`src/design/bls_pkg.sv`:
```
// bls_pkg: shared types and constants for the Bresenham line stepper.
// Configuration register indexes, request kinds and fixed field widths.
// No dependencies.
`default_nettype none

package bls_pkg;

    localparam int WIN_W      = 13;
    localparam int PITCH_W    = 16;
    localparam int BPP_W      = 4;
    localparam int COLOR_W    = 32;
    localparam int OFFSET_W   = 32;
    localparam int CFG_IDX_W  = 3;
    localparam int CFG_DATA_W = 32;

    typedef enum logic [CFG_IDX_W-1:0] {
        CFG_WIN_WIDTH     = 3'd0,
        CFG_WIN_HEIGHT    = 3'd1,
        CFG_ROW_PITCH     = 3'd2,
        CFG_BYTES_PER_PIX = 3'd3,
        CFG_DEFAULT_COLOR = 3'd4
    } cfg_reg_t;

    typedef enum logic {
        REQ_START = 1'b0,
        REQ_STEP  = 1'b1
    } req_type_t;

    localparam logic [WIN_W-1:0]   WIN_WIDTH_RST     = 13'd1920;
    localparam logic [WIN_W-1:0]   WIN_HEIGHT_RST    = 13'd1080;
    localparam logic [PITCH_W-1:0] ROW_PITCH_RST     = 16'd7680;
    localparam logic [BPP_W-1:0]   BYTES_PER_PIX_RST = 4'd4;
    localparam logic [COLOR_W-1:0] DEFAULT_COLOR_RST = 32'h00FF_FFFF;

endpackage

`default_nettype wire

```
`src/design/bresenham_line_stepper_top.sv`:
```
// bresenham_line_stepper_top: Bresenham line generator, one pixel item per input item.
// Depends on bls_pkg.
`default_nettype none

// One result item per input item, one item per cycle unless m_tready stalls the output;
// each result is registered in stage 1, stage 2 and the output register. The line state
// (position, deltas, error term) is updated at accept; a second register stage forms the
// window test and the two offset products, and the output register holds the summed byte
// offset. Each stage advances independently, so input is taken while a finished result
// waits as long as an earlier stage is empty. A start item (tuser = 0) loads the endpoints
// and emits the start point; a step item (tuser = 1) emits the next pixel, or a zero item
// with m_tuser = 0 when no line is active. Write configuration only while no item is in
// flight: the window and offset registers are read in the second stage.
module bresenham_line_stepper_top #(
    parameter int COORD_BITS = 16
) (
    input  wire logic                            aclk,
    input  wire logic                            aresetn,
    input  wire logic                            cfg_wr_en,
    input  wire logic [bls_pkg::CFG_IDX_W-1:0]   cfg_index,
    input  wire logic [bls_pkg::CFG_DATA_W-1:0]  cfg_wdata,
    input  wire logic                            s_tvalid,
    output logic                                 s_tready,
    // start_x, start_y, end_x, end_y, line_color, use_default, zero pad
    input  wire logic [((4*COORD_BITS+33+7)/8)*8-1:0] s_tdata,
    // req_type
    input  wire logic                            s_tuser,
    output logic                                 m_tvalid,
    input  wire logic                            m_tready,
    // pixel_x, pixel_y, in_window, byte_offset, pixel_color, zero pad
    output logic [((2*COORD_BITS+65+7)/8)*8-1:0] m_tdata,
    // pixel_valid
    output logic                                 m_tuser,
    // last_pixel
    output logic                                 m_tlast
);
    import bls_pkg::*;

    localparam int CW     = COORD_BITS;
    localparam int DEL_W  = CW + 1;
    localparam int ERR_W  = CW + 3;
    localparam int TW_W   = CW + 4;
    localparam int OUT_W  = ((2*CW+65+7)/8)*8;
    localparam int PAD_W  = OUT_W - (2*CW+65);
    localparam int PY_W   = CW - 1 + PITCH_W;
    localparam int PX_W   = CW - 1 + BPP_W;

    // configuration
    logic [WIN_W-1:0]   win_width_reg;
    logic [WIN_W-1:0]   win_height_reg;
    logic [PITCH_W-1:0] row_pitch_reg;
    logic [BPP_W-1:0]   bpp_reg;
    logic [COLOR_W-1:0] default_color_reg;

    always_ff @(posedge aclk) begin
        if (!aresetn) begin
            win_width_reg     <= WIN_WIDTH_RST;
            win_height_reg    <= WIN_HEIGHT_RST;
            row_pitch_reg     <= ROW_PITCH_RST;
            bpp_reg           <= BYTES_PER_PIX_RST;
            default_color_reg <= DEFAULT_COLOR_RST;
        end else if (cfg_wr_en) begin
            unique case (cfg_index)
                CFG_WIN_WIDTH:     win_width_reg     <= cfg_wdata[WIN_W-1:0];
                CFG_WIN_HEIGHT:    win_height_reg    <= cfg_wdata[WIN_W-1:0];
                CFG_ROW_PITCH:     row_pitch_reg     <= cfg_wdata[PITCH_W-1:0];
                CFG_BYTES_PER_PIX: bpp_reg           <= cfg_wdata[BPP_W-1:0];
                CFG_DEFAULT_COLOR: default_color_reg <= cfg_wdata[COLOR_W-1:0];
                default: ;
            endcase
        end
    end

    // flow control
    logic st1_valid_reg, st2_valid_reg, m_valid_reg;
    logic out_free, st2_free, st1_free, s_accept;

    assign out_free = !m_valid_reg || m_tready;
    assign st2_free = !st2_valid_reg || out_free;
    assign st1_free = !st1_valid_reg || st2_free;
    assign s_tready = st1_free;
    assign s_accept = s_tvalid && st1_free;

    // input unpack
    logic signed [CW-1:0] in_sx, in_sy, in_ex, in_ey;
    logic [COLOR_W-1:0]   in_color;
    logic                 in_use_default;

    assign in_sx          = s_tdata[CW-1:0];
    assign in_sy          = s_tdata[2*CW-1:CW];
    assign in_ex          = s_tdata[3*CW-1:2*CW];
    assign in_ey          = s_tdata[4*CW-1:3*CW];
    assign in_color       = s_tdata[4*CW+31:4*CW];
    assign in_use_default = s_tdata[4*CW+32];

    // line state
    logic signed [CW-1:0]    cur_x_reg, cur_y_reg, tgt_x_reg, tgt_y_reg;
    logic [DEL_W-1:0]        dx_reg, dy_reg;
    logic                    step_x_neg_reg, step_y_neg_reg;
    logic signed [ERR_W-1:0] err_reg;
    logic [COLOR_W-1:0]      color_reg;
    logic                    line_active_reg;

    logic signed [CW-1:0]    cur_x_next, cur_y_next, tgt_x_next, tgt_y_next;
    logic [DEL_W-1:0]        dx_next, dy_next;
    logic                    step_x_neg_next, step_y_neg_next;
    logic signed [ERR_W-1:0] err_next;
    logic [COLOR_W-1:0]      color_next;
    logic                    line_active_next;
    logic                    emit_pix, emit_last;

    // start path
    logic [DEL_W-1:0] diff_x, diff_y, dx_abs, dy_abs;
    assign diff_x = {in_ex[CW-1], in_ex} - {in_sx[CW-1], in_sx};
    assign diff_y = {in_ey[CW-1], in_ey} - {in_sy[CW-1], in_sy};
    assign dx_abs = diff_x[DEL_W-1] ? -diff_x : diff_x;
    assign dy_abs = diff_y[DEL_W-1] ? -diff_y : diff_y;

    // step path
    logic signed [TW_W-1:0] twice, neg_dy, dx_ext;
    logic                   mv_x, mv_y;
    logic [CW-1:0]          x_inc, y_inc;
    logic signed [CW-1:0]   x_step, y_step;
    logic [ERR_W-1:0]       err_sub, err_add;

    assign twice  = {err_reg, 1'b0};
    assign neg_dy = -signed'({3'b000, dy_reg});
    assign dx_ext = {3'b000, dx_reg};
    assign mv_x   = twice > neg_dy;
    assign mv_y   = twice < dx_ext;
    assign x_inc  = mv_x ? (step_x_neg_reg ? {CW{1'b1}} : {{(CW-1){1'b0}}, 1'b1})
                         : '0;
    assign y_inc  = mv_y ? (step_y_neg_reg ? {CW{1'b1}} : {{(CW-1){1'b0}}, 1'b1})
                         : '0;
    assign x_step = cur_x_reg + x_inc;
    assign y_step = cur_y_reg + y_inc;
    assign err_sub = mv_x ? {2'b00, dy_reg} : '0;
    assign err_add = mv_y ? {2'b00, dx_reg} : '0;

    always_comb begin
        cur_x_next       = cur_x_reg;
        cur_y_next       = cur_y_reg;
        tgt_x_next       = tgt_x_reg;
        tgt_y_next       = tgt_y_reg;
        dx_next          = dx_reg;
        dy_next          = dy_reg;
        step_x_neg_next  = step_x_neg_reg;
        step_y_neg_next  = step_y_neg_reg;
        err_next         = err_reg;
        color_next       = color_reg;
        line_active_next = line_active_reg;
        emit_pix         = 1'b0;
        emit_last        = 1'b0;
        if (s_tuser == REQ_START) begin
            cur_x_next       = in_sx;
            cur_y_next       = in_sy;
            tgt_x_next       = in_ex;
            tgt_y_next       = in_ey;
            dx_next          = dx_abs;
            dy_next          = dy_abs;
            step_x_neg_next  = !(in_sx < in_ex);
            step_y_neg_next  = !(in_sy < in_ey);
            err_next         = {2'b00, dx_abs} - {2'b00, dy_abs};
            color_next       = in_use_default ? default_color_reg : in_color;
            emit_pix         = 1'b1;
            emit_last        = (in_sx == in_ex) && (in_sy == in_ey);
            line_active_next = !emit_last;
        end else if (line_active_reg) begin
            cur_x_next       = x_step;
            cur_y_next       = y_step;
            err_next         = err_reg - err_sub + err_add;
            emit_pix         = 1'b1;
            emit_last        = (x_step == tgt_x_reg) && (y_step == tgt_y_reg);
            line_active_next = !emit_last;
        end
    end

    always_ff @(posedge aclk) begin
        if (!aresetn) begin
            line_active_reg <= 1'b0;
        end else if (s_accept) begin
            line_active_reg <= line_active_next;
        end
    end

    always_ff @(posedge aclk) begin
        if (s_accept) begin
            cur_x_reg      <= cur_x_next;
            cur_y_reg      <= cur_y_next;
            tgt_x_reg      <= tgt_x_next;
            tgt_y_reg      <= tgt_y_next;
            dx_reg         <= dx_next;
            dy_reg         <= dy_next;
            step_x_neg_reg <= step_x_neg_next;
            step_y_neg_reg <= step_y_neg_next;
            err_reg        <= err_next;
            color_reg      <= color_next;
        end
    end

    // stage 1: pixel to emit
    logic [CW-1:0]      st1_x_reg, st1_y_reg;
    logic [COLOR_W-1:0] st1_color_reg;
    logic               st1_pix_reg, st1_last_reg;

    always_ff @(posedge aclk) begin
        if (!aresetn) begin
            st1_valid_reg <= 1'b0;
        end else if (st1_free) begin
            st1_valid_reg <= s_accept;
        end
    end

    always_ff @(posedge aclk) begin
        if (s_accept) begin
            st1_pix_reg   <= emit_pix;
            st1_last_reg  <= emit_last;
            st1_x_reg     <= emit_pix ? cur_x_next : '0;
            st1_y_reg     <= emit_pix ? cur_y_next : '0;
            st1_color_reg <= emit_pix ? color_next : '0;
        end
    end

    // stage 2: window test and offset products
    logic [CW-2:0]   x_mag, y_mag;
    logic            pix_in_win;
    logic [PY_W-1:0] prod_y;
    logic [PX_W-1:0] prod_x;

    assign x_mag  = st1_x_reg[CW-2:0];
    assign y_mag  = st1_y_reg[CW-2:0];
    assign pix_in_win = st1_pix_reg && !st1_x_reg[CW-1] && !st1_y_reg[CW-1] &&
                        (32'(x_mag) < 32'(win_width_reg)) &&
                        (32'(y_mag) < 32'(win_height_reg));
    assign prod_y = PY_W'(y_mag) * PY_W'(row_pitch_reg);
    assign prod_x = PX_W'(x_mag) * PX_W'(bpp_reg);

    logic [CW-1:0]       st2_x_reg, st2_y_reg;
    logic [COLOR_W-1:0]  st2_color_reg;
    logic                st2_pix_reg, st2_last_reg, st2_inside_reg;
    logic [OFFSET_W-1:0] st2_prod_y_reg, st2_prod_x_reg;

    always_ff @(posedge aclk) begin
        if (!aresetn) begin
            st2_valid_reg <= 1'b0;
        end else if (st2_free) begin
            st2_valid_reg <= st1_valid_reg;
        end
    end

    always_ff @(posedge aclk) begin
        if (st2_free) begin
            st2_x_reg      <= st1_x_reg;
            st2_y_reg      <= st1_y_reg;
            st2_color_reg  <= st1_color_reg;
            st2_pix_reg    <= st1_pix_reg;
            st2_last_reg   <= st1_last_reg;
            st2_inside_reg <= pix_in_win;
            st2_prod_y_reg <= OFFSET_W'(prod_y);
            st2_prod_x_reg <= OFFSET_W'(prod_x);
        end
    end

    // output register
    logic [CW-1:0]       out_x_reg, out_y_reg;
    logic [COLOR_W-1:0]  out_color_reg;
    logic                out_pix_reg, out_last_reg, out_inside_reg;
    logic [OFFSET_W-1:0] out_offset_reg;

    always_ff @(posedge aclk) begin
        if (!aresetn) begin
            m_valid_reg <= 1'b0;
        end else if (out_free) begin
            m_valid_reg <= st2_valid_reg;
        end
    end

    always_ff @(posedge aclk) begin
        if (out_free) begin
            out_x_reg      <= st2_x_reg;
            out_y_reg      <= st2_y_reg;
            out_color_reg  <= st2_color_reg;
            out_pix_reg    <= st2_pix_reg;
            out_last_reg   <= st2_last_reg;
            out_inside_reg <= st2_inside_reg;
            out_offset_reg <= st2_inside_reg ? st2_prod_y_reg + st2_prod_x_reg : '0;
        end
    end

    assign m_tvalid = m_valid_reg;
    assign m_tuser  = out_pix_reg;
    assign m_tlast  = out_last_reg;
    assign m_tdata  = {{PAD_W{1'b0}}, out_color_reg, out_offset_reg, out_inside_reg,
                       out_y_reg, out_x_reg};

`ifndef SYNTHESIS
    // an empty result carries nothing
    a_null_item_zero: assert property (@(posedge aclk) disable iff (!aresetn)
        m_tvalid && !m_tuser |-> (m_tdata == '0) && !m_tlast)
        else $error("null item with nonzero payload");

    // a step with no active line must yield a null item
    a_idle_step_null: assert property (@(posedge aclk) disable iff (!aresetn)
        s_accept && (s_tuser == REQ_STEP) && !line_active_reg |=> !st1_pix_reg)
        else $error("pixel emitted with no active line");

    // a pending end-point pixel means the line is closed
    a_last_closes_line: assert property (@(posedge aclk) disable iff (!aresetn)
        st1_valid_reg && st1_last_reg |-> !line_active_reg)
        else $error("line still active after end point");

    // a pixel outside the window has no byte offset
    a_clip_offset: assert property (@(posedge aclk) disable iff (!aresetn)
        m_tvalid && !out_inside_reg |-> out_offset_reg == '0)
        else $error("clipped pixel with nonzero offset");
`endif

endmodule

`default_nettype wire

```
`config.mk`:
```
export PLATFORM = sky130hd
export DESIGN_NAME = bresenham_line_stepper_top
export DESIGN_NICKNAME = d
export VERILOG_FILES = /design/src/design/bls_pkg.sv /design/src/design/bresenham_line_stepper_top.sv
export SDC_FILE = /design/constraint.sdc
export NUM_CORES = 2
export LEC_CHECK = 0
export BUFFER_PORTS_ARGS = -buffer_cell sky130_fd_sc_hd__clkbuf_2
export CAP_MARGIN = 20
export CELL_PAD_IN_SITES_DETAIL_PLACEMENT = 0
export CELL_PAD_IN_SITES_GLOBAL_PLACEMENT = 1
export CORE_ASPECT_RATIO = 1.1
export CORE_UTILIZATION = 53
export CTS_BUF_LIST = sky130_fd_sc_hd__clkbuf_16
export DETAILED_ROUTE_END_ITERATION = 16
export GPL_TIMING_DRIVEN = 1
export PLACE_DENSITY = 0.89
export SYNTH_ARGS = -nofsm -noshare
export SYNTH_HDL_FRONTEND = slang
export SYNTH_SLANG_ARGS = --single-unit
```
`constraint.sdc`:
```
create_clock -name aclk -period 19.2 [get_ports aclk]
set_input_delay 3.84 -clock aclk [delete_from_list [all_inputs] [get_ports aclk]]
set_output_delay 3.84 -clock aclk [all_outputs]
set_load 0.02 [all_outputs]
```
==> out/qor.txt <==
====================================================================================================
Maximum resistive drop on vdd .........................................................    0.0748 mV
Share of the synthesized area in the top cell type ....................................        35.8%
Clock Root Buffer ..................................................................... sky130_fd_sc_hd__clkbuf_16
Number of enable-type register cells in the synthesized netlist .......................          433
Vias/cell .............................................................................         5.47
DRC marker count from the first detailed-route iteration ..............................         1657
Met2 Use GR ...........................................................................        43.1%
Synthesized instance count ............................................................         3484
Buffers plus inverters on the worst setup path ........................................            4
Layout cell share with drive strength beyond 1 ........................................        10.2%
Worst max-slew margin expressed relative to the limit .................................        24.6%
Leakage dissipation ...................................................................      18.2 nW
DP Wirelength .........................................................................      66.3 mm
Deepest clock path buffer count .......................................................            3
Total Neg Setup Slack .................................................................         0 ns
Pre-Repair DR Iteration Count .........................................................            6
Gr usage total ........................................................................        25.5%
Std cell rows .........................................................................          100
Data required, critical path ..........................................................     19.68 ns
Arrival @ worst endpoint ..............................................................      9.46 ns
Final-report max-slew violation count .................................................            0
Number of clock sinks .................................................................          515
Max_cap viols .........................................................................            0
Postcts setup bufs ....................................................................            0
Number of different library cells in the post-synthesis netlist .......................           87
Remaining global-route overflow .......................................................            0
Final routed wirelength across all metal layers .......................................      86.8 mm
Pin count of the biggest net entering global routing ..................................           85
PnR Total Power .......................................................................      4.82 mW
Cell family with the largest share of critical-path delay ............................. compound AO/OA/AOI/OAI gates
Most common flop cell mapped by yosys ................................................. sky130_fd_sc_hd__edfxtp_1
Number of H-tree levels ...............................................................            2
Largest fanout of any net on the critical path ........................................           16
Number of antenna violations at the first check in global routing .....................           10
Count of pins on the block boundary ...................................................          253
Final Cycle Share .....................................................................        46.8%
Commonest cells in the synthesized netlist ............................................ sky130_fd_sc_hd__nand2_1 (482), sky130_fd_sc_hd__edfxtp_1 (433), sky130_fd_sc_hd__inv_1 (383)
Placeable core region .................................................................  67700 sq um
Most frequently used cell type in the post-synthesis netlist .......................... sky130_fd_sc_hd__nand2_1
Worst-skew pair later-pin latency .....................................................      0.65 ns
Transition time at the pin with the least slew margin .................................      1.13 ns
Die width .............................................................................       251 um
Area growth, synth to finish ..........................................................        10.4%
Busiest metal layer after global routing ..............................................         met2
Library cell with the largest summed area after synthesis ............................. sky130_fd_sc_hd__edfxtp_1
Wire length of the first global-routing pass ..........................................       138 mm
Fmax ..................................................................................      111 MHz
Class of the tightest hold or removal check ...........................................      reg2reg
Die outline area ......................................................................  69500 sq um
Skew final ............................................................................    0.0366 ns
Cell Area, Synth ......................................................................  36300 sq um
Nature of the critical path startpoint ................................................ primary input
Clock-pin slew reported for the worst setup and hold paths after clock tree synthesis .      0.07 ns
Met3 Resource Use GR ..................................................................        3.08%
GRT met1 Usage ........................................................................        33.0%
Number of cells traversed by the worst register-to-register path ......................           25
Final setup violation count ...........................................................            0
DRC violation count after routing .....................................................            0
Type of element capturing the critical path ...........................................     register
Final period demand of the worst path .................................................      8.98 ns
Wire length per cell ..................................................................      18.7 um
Last weighted congestion value of the routability-driven placer .......................        0.905
Pwr per Cell Area .....................................................................  120 nW/um^2
Number of hold violations in the final report .........................................            0
Cell Area, Placed .....................................................................  38300 sq um
Vert. Die Dim .........................................................................       276 um
Setup repair after global routing missed its margin ...................................           no
Number of global-route vias before repair .............................................        25300
Final design area excluding fillers ...................................................  40000 sq um
TritonCTS clock tree ..................................................................          yes
IO buf count ..........................................................................          238
Biggest cell delay along the critical path ............................................      0.40 ns
Total of hold buffers inserted after clock tree synthesis .............................            0
Worst path depth ......................................................................           29
Yosys synthesis warning count .........................................................            0
Flip-flop and latch count after synthesis .............................................          515
Average cell area after synthesis .....................................................   10.4 sq um
Status ................................................................................ finished, final reports clean
Ranking of synthesized cells by area .................................................. sky130_fd_sc_hd__edfxtp_1 (36%), sky130_fd_sc_hd__fa_1 (13%), sky130_fd_sc_hd__ha_1 (9.9%)
Proportion of synthesized chip area in sequential cells ...............................        40.4%
Remaining antenna violation count after routing .......................................            0
Detailed-route via count ..............................................................        25400
Fraction of registers with async set or reset after synthesis .........................           0%
Post-CTS Resized ......................................................................            0
Inserted Clock Buffers ................................................................           53
Critical path's slowest cell .......................................................... sky130_fd_sc_hd__fa_1
Final-layout fill cell count ..........................................................         5815
Cell type with the highest occurrence count on the critical path ...................... sky130_fd_sc_hd__o21ai_0
Cells on Worst Hold Path ..............................................................            0
Path type of the worst setup path .....................................................       in2reg
Initial core utilization ..............................................................        53.6%
Nets ..................................................................................         4339
====================================================================================================
==> through the flow <==
step | cells | hold WS, ns | util, % | setup slack [ns]
5_1_grt | 4645 | 0.409 | 59.1 | 9.71
3_5_place_dp | 4541 | 0.405 | 56.6 | 9.59
4_1_cts | 4639 | 0.402 | 59.1 | 10.23
6_report | 4647 | 0.404 | 59.2 | 10.22
3_3_place_gp | 4541 | 0.400 | 56.6 | 9.63
2_1_floorplan | 3490 | 0.400 | - | 10.38
==> area by class of cell <==
type / count / area (sq um) / share of cell area, %
sequential: 515 / 14600 / 36.6
clock inverter: 45 / 412 / 1.03
tap: 918 / 1150 / 2.87
timing repair buffer: 254 / 1310 / 3.28
antenna: 8 / 20.0 / 0.0500
multi-input combinational: 2470 / 19700 / 49.3
inverter: 384 / 1450 / 3.61
clock buffer: 53 / 1330 / 3.31
==> cells in the final DEF (no fill, tap or decap), drive strengths merged, types with 18 or more instances in the layout <==
master / n
a21boi: 46
a21o: 75
a21oi: 115
and2: 193
and3: 20
buf: 18
clkbuf: 289
clkinv: 29
dfxtp: 82
edfxtp: 433
fa: 228
ha: 288
inv: 392
mux2i: 42
nand2: 482
nand2b: 34
nand3: 71
nand4: 19
nor2: 128
nor2b: 45
nor3: 58
o21a: 37
o21ai: 136
o21bai: 19
o22ai: 27
or3: 19
xnor2: 132
xor2: 89
==> layer usage <==
| layer | wire, um | share of wire (%) |
|---|---|---|
| met1 | 36100 | 42 |
| met2 | 42400 | 49 |
| met3 | 4440 | 5.1 |
| met4 | 3800 | 4.4 |
| met5 | 27 | 0.031 |
==> final timing paths <==
kind / from / end / slack [ns]
max: s_tdata[48] / err_reg[17] / 10.22
min reg2reg: st2_color_reg[0] / out_color_reg[0] / 0.40
min: st2_color_reg[0] / out_color_reg[0] / 0.40
max reg2reg: dy_reg[3] / st1_last_reg / 10.85
==> where the power goes <==
part           switching (mW)  total (mW)  internal (mW)
registers               0.119        1.53           1.42
clock network           0.459        1.02          0.564
logic                    1.28        2.26          0.987
==> cell families (layout without fill, tap and decap cells) <==
logic type / Yosys count / in the layout / synth area share (%)
other: 1 / 15 / 0.0103
flip-flops: 515 / 515 / 40.4
AO/OA/AOI/OAI: 556 / 556 / 9.96
AND/OR/NAND/NOR: 1123 / 1123 / 15.0
multiplexers: 43 / 43 / 1.19
XOR/XNOR: 225 / 225 / 5.59
adder cells (fa/ha/maj): 516 / 516 / 22.5
buffers and inverters: 505 / 736 / 5.35
Power figures use the tool's default switching activity.
